==> config.mk <==
export PLATFORM = sky130hd
export DESIGN_NAME = cmfa_cell
export DESIGN_NICKNAME = d
export VERILOG_FILES = /design/src/design/cmfa_pkg.sv /design/src/design/cmfa_cell.sv
export SDC_FILE = /design/constraint.sdc
export NUM_CORES = 1
export LEC_CHECK = 0
export ABC_AREA = 0
export BUFFER_PORTS_ARGS = -buffer_cell sky130_fd_sc_hd__buf_2
export CORE_AREA = 2 2 260 262
export DETAILED_ROUTE_END_ITERATION = 7
export DIE_AREA = 0 0 262 264
export GPL_ROUTABILITY_DRIVEN = 1
export HOLD_SLACK_MARGIN = 0.02
export PLACE_DENSITY = 0.52
export SLEW_MARGIN = 15
export SYNTH_ARGS = -nofsm -noshare
export SYNTH_HDL_FRONTEND = slang
export SYNTH_SLANG_ARGS = --single-unit
==> constraint.sdc <==
create_clock -name clk_i -period 0.9 [get_ports clk_i]
set_input_delay 0.18 -clock clk_i [delete_from_list [all_inputs] [get_ports clk_i]]
set_output_delay 0.18 -clock clk_i [all_outputs]
set_load 0.05 [all_outputs]
==> src/design/cmfa_pkg.sv <==
// Package: shared types and constants of the cube map face address unit.
`default_nettype none
package cmfa_pkg;
  localparam int NumCells = 32;
  localparam logic [30:0] RadiusReset = 31'd65536;

  localparam logic [2:0] FaceXNeg = 3'd0;
  localparam logic [2:0] FaceXPos = 3'd1;
  localparam logic [2:0] FaceYNeg = 3'd2;
  localparam logic [2:0] FaceYPos = 3'd3;
  localparam logic [2:0] FaceZNeg = 3'd4;
  localparam logic [2:0] FaceZPos = 3'd5;

  typedef struct packed {
    logic [2:0]  face;
    logic        zero;
    logic [63:0] sq;
    logic [35:0] srem;
    logic [31:0] root;
    logic [32:0] div;
    logic [31:0] du;
    logic [31:0] dv;
    logic [32:0] ru;
    logic [32:0] rv;
    logic [16:0] qu;
    logic [16:0] qv;
  } cell_t;
endpackage
`default_nettype wire

==> src/design/cmfa_cell.sv <==
// One cell: one root bit and one quotient bit for u and v.
`default_nettype none
module cmfa_cell (
  input  logic            clk_i,
  input  logic            rst_ni,
  input  logic            en_i,
  input  logic            valid_i,
  input  cmfa_pkg::cell_t data_i,
  output logic            valid_o,
  output cmfa_pkg::cell_t data_o
);
  import cmfa_pkg::*;

  logic valid_q;
  cell_t data_q, data_d;
  logic [35:0] rs, trial;
  logic [33:0] us, vs, dd;

  always_comb begin
    data_d = data_i;
    rs     = {data_i.srem[33:0], data_i.sq[63:62]};
    trial  = {2'b00, data_i.root, 2'b01};
    data_d.sq = {data_i.sq[61:0], 2'b00};
    if (rs >= trial) begin
      data_d.srem = rs - trial;
      data_d.root = {data_i.root[30:0], 1'b1};
    end else begin
      data_d.srem = rs;
      data_d.root = {data_i.root[30:0], 1'b0};
    end
    dd = {1'b0, data_i.div};
    us = {data_i.ru, data_i.du[31]};
    vs = {data_i.rv, data_i.dv[31]};
    data_d.du = {data_i.du[30:0], 1'b0};
    data_d.dv = {data_i.dv[30:0], 1'b0};
    if (us >= dd) begin
      data_d.ru = 33'(us - dd);
      data_d.qu = {data_i.qu[15:0], 1'b1};
    end else begin
      data_d.ru = us[32:0];
      data_d.qu = {data_i.qu[15:0], 1'b0};
    end
    if (vs >= dd) begin
      data_d.rv = 33'(vs - dd);
      data_d.qv = {data_i.qv[15:0], 1'b1};
    end else begin
      data_d.rv = vs[32:0];
      data_d.qv = {data_i.qv[15:0], 1'b0};
    end
  end

  always_ff @(posedge clk_i or negedge rst_ni) begin
    if (!rst_ni) begin
      valid_q <= 1'b0;
    end else if (en_i) begin
      valid_q <= valid_i;
    end
  end

  always_ff @(posedge clk_i) begin
    if (en_i) begin
      data_q <= data_d;
    end
  end

  assign valid_o = valid_q;
  assign data_o  = data_q;
endmodule
`default_nettype wire

[Yosys cells after proc, flatten, opt, wreduce, memory -nomap -nowiden]
Index checks and enable logic that the tools add are counted.
Cells by class
  magnitude comparators: 3
  reductions and logical operators: 0
  div/mod/pow operators: 0
  mux-type cells: 5
  shift operators: 0
  add/subtract/negate cells: 3
  bitwise operators: 0
  multipliers: 0
  equality and inequality tests: 0
Operators by type and width (count)
  $ge 34x33->1: 2
  $mux 68: 1
  $mux 33: 2
  $sub 33x33->33: 2
  $ge 36x34->1: 1
  $sub 36x34->36: 1
  $mux 1: 2
Word-level totals
  latch bits: 0
  register bits: 330
  RAM bits: 0
  logic and storage cells: 24
  memory bits (read-only): 0
  output and inout port bits: 334
  memories: 0

[Logic depth before layout (Yosys ltp)]
  depth after elaboration: 2
  gate-level depth with buffers: 14
  gate-level depth less buffers: 13

[Worst setup path after synthesis]
No wires, ideal clock.
  kind: input to register
  start: in data_i[131] in the netlist's numbering
  end: reg data_q (netlist bit data_o[38]) (data pin)
  buffers on the path: 2
  library setup time: 0.260 ns
  stages: 14
  arrival: 2.781 ns
  setup slack: -2.141 ns
  cells stage by stage: inv_1 ha_1 inv_1 fa_1 a21oi_2 o211ai_2 a31oi_4 o211ai_2 a2111oi_2 nor3_2 a221o_1 buf_6 buf_12 mux2_4
RTL lines
  start, declared: line cmfa_cell.sv:8  | input cmfa_pkg::cell_t data_i,
  end signal, assigned: line cmfa_cell.sv:62  | data_q <= data_d;
  end, declared: line cmfa_cell.sv:15  | cell_t data_q, data_d;

==> summary.txt <==
Number of CTS-inserted buffers - 41
Total wire length - 78.9 mm
PD cells - 1770 nW/um^2
Maximum VDD drop - 1.40 mV
Internal power - 39.1 mW
Max Clock Skew - 0 ps
Total Nets Final - 3219
Fill count - 5780
Post-DP HPWL - 59.6 mm
Drt via density - 4.53
Fin. Hold Viols - 0
Fmax - 387 MHz
DIE HEIGHT - 264 um
Post-synth cell types - 70
Synth Area per Inst - 12.6 sq um
Pins Over Slew Limit - 0
Worst-Margin Slew - 525 ps
Outcome - complete, but fails checks
Worst min path class - in -> reg
Area Overhead vs Synth - 99.7%
Die ar. - 69200 sq um
Max capacitance violation total - 0
Crit start category - primary input
Tot GR Track Use - 22.0%
Leak - 14.8 nW
# port buffers - 662
Clk buf depth - 3
Share of layout cells above drive strength 1 - 52.2%
Pre-antenna DRT Iters - 5
Power share of the combinational group - 37.3%
Crit path kind - in -> reg
Via Count - 16700
Post-Syn Area - 16800 sq um
Top FF cell, synth - edfxtp_1
Async set or reset register ratio after synthesis - 0.303%
Vias in the first global route - 18000
Reg area - 9910 sq um
Cells after Synth - 1329
Seq pwr share - 33.8%
WP data required - 1220 ps
Wire per inst - 21.4 um
Post-synthesis sequential area ratio - 59.0%
CP max FO - 17
Yosys warns - 0
Worst setup EP type - flip-flop
Clock Latency Late Sink - 570 ps
Number of antenna violations at the first check in global routing - 14
Switching power - 20.3 mW
Post-place setup slack - -2490 ps
Io pins - 671
Final Power - 59.4 mW
Period utilization - 287%
First-pass GRT wire length - 113 mm
Largest net degree at the start of global routing - 48
Hold Slack - 51.5 ps
Htree depth - 2
Core Box Area - 66600 sq um
Worst endpoint data arrival time - 2900 ps
Clock share of power - 28.9%
Post-synthesis register bit count - 330
Starting Density - 25.2%
DRT iter0 DRCs - 976
Die X - 262 um
Congestion Overflow GR - 0
Worst-path clk slew - 60 ps
Final ANT Viol Nets - 0
Final setup fails - 435
Net Sw Frac - 34.1%
Drt drc - 0
Area of the multi-input gates - 7620 sq um
Worst Setup Slack, final - -1680 ps
RSZ-0062 raised after global routing - true
Relative slew slack - 64.6%
Clock sink count - 330
CTS tree - yes
Final min period - 2580 ps
Final RePlAce weighted congestion - 0.959
Core Rows - 95
Post-synth EDFFs - 329
Root Buffer - clkbuf_16
Failing checks - negative setup slack
through the flow:
step	setup TNS, ps	instances	instance area (sq um)	utilization, %
3_3_place_gp	-256240	3237	25200	37.9
2_1_floorplan	-175180	1332	17400	-
5_1_grt	-306090	3686	33500	50.3
6_report	-282520	3687	33500	50.3
3_5_place_dp	-259000	3237	25200	37.9
4_1_cts	-294290	3669	33000	49.6
critical path: stages:
cell       delay, ps
buf_8            110
inv_12            40
ha_4             130
inv_2             40
fa_2             360
a21oi_4          200
o211ai_2         140
a31oi_4          250
o211ai_4         130
a2111oi_4        320
nor3_2            80
a221o_2          400
buf_12           180
mux2_4           310
state kept, by name (all words and copies together) (netlist names):
register  flops
valid_o       1
data_o      329
worst paths after layout:
path                             start           to  slack (ps)  depth (start not counted)
max reg2reg                    valid_o      valid_o         110                          1
min in group asynchronous       rst_ni      valid_o         460                          3
min                        data_i[232]  data_o[234]          50                          4
min reg2reg                    valid_o      valid_o         550                          1
max                        data_i[131]   data_o[38]       -1680                         14
max in group asynchronous       rst_ni      valid_o         310                          3
power by group through the flow:
stage	clock, mW	combinational, mW	sequential [mW]
6_report	17.1	22.2	20.1
2_1_floorplan	0	5.06	25.3
5_1_grt	18.2	23.3	20.2
3_3_place_gp	0	17.4	20.0
4_1_cts	17.5	21.7	20.0
3_5_place_dp	0	17.6	19.9
Yosys cell counts (all sizes together), types with 8 or more instances:
| cell type | instances | share of area, % |
|---|---|---|
| edfxtp | 329 | 59 |
| a21oi | 124 | 3.8 |
| inv | 102 | 2.3 |
| ha | 100 | 7.5 |
| nand2 | 90 | 2.0 |
| o21ai | 81 | 2.4 |
| nor2 | 59 | 1.3 |
| a21o | 56 | 2.5 |
| xnor2 | 51 | 2.7 |
| mux2 | 44 | 3.6 |
| xor2 | 37 | 1.9 |
| clkbuf | 24 | 0.54 |
| nand4 | 19 | 0.71 |
| o21bai | 19 | 0.85 |
| nand3 | 17 | 0.51 |
| buf | 15 | 0.81 |
| a211oi | 13 | 0.61 |
| nand2b | 12 | 0.45 |
| nor2b | 11 | 0.41 |
| nor3 | 11 | 0.36 |
| a31oi | 10 | 0.46 |
| o31ai | 10 | 0.48 |
| and3 | 8 | 0.30 |
| mux2i | 8 | 0.48 |
cells in the final DEF, fill, tap and decap left out, types with 19 or more instances in the layout:
cell	count
buf_12	58
inv_1	82
xnor2_1	48
ha_4	32
buf_4	413
nand2_1	73
mux2_4	37
buf_6	334
a21oi_1	80
a21oi_2	40
nor2_4	22
o21ai_2	28
nor2_1	35
o21ai_0	33
edfxtp_1	329
buf_2	306
a21o_1	56
ha_1	67
clkbuf_16	42
nand4_1	19
dlygate4sd3_1	314
xor2_1	37
logic make-up after synthesis:
logic type | share of synthesized area [%]
AOI/OAI and AO/OA | 13.6
DFF | 59.0
and+or+nand+nor | 7.35
buffers and inverters | 3.63
adders and majority gates | 7.69
xor gates and xnor gates | 4.59
muxes | 4.06
other | 0.0223
metal layers:
metal	track usage (%)	vias up	share of wire [%]
met5	0	-	0.095
met3	4.25	129	5.9
li1	-	7877	-
met1	25.6	8104	39
met2	39.7	588	51
met4	7.73	12	3.8
repair_timing:
item                       CTS  global route
gates cloned                 9             1
setup endpoints to repair  435           435
gates resized for setup    816            88
hold endpoints to repair   313             0
pin swaps                   63            57
setup buffers               38            18
hold buffers               314             0
cell type report:
cell class | instances | area share, %
antenna | 5 | 0.0373
clock buffer | 45 | 3.11
clock inverter | 27 | 0.978
inverter | 102 | 1.32
multi-input combinational | 861 | 22.7
sequential | 330 | 29.6
tap | 873 | 3.26
timing repair buffer | 1444 | 39.0
Note: power is estimated with default switching activity, not from simulation.
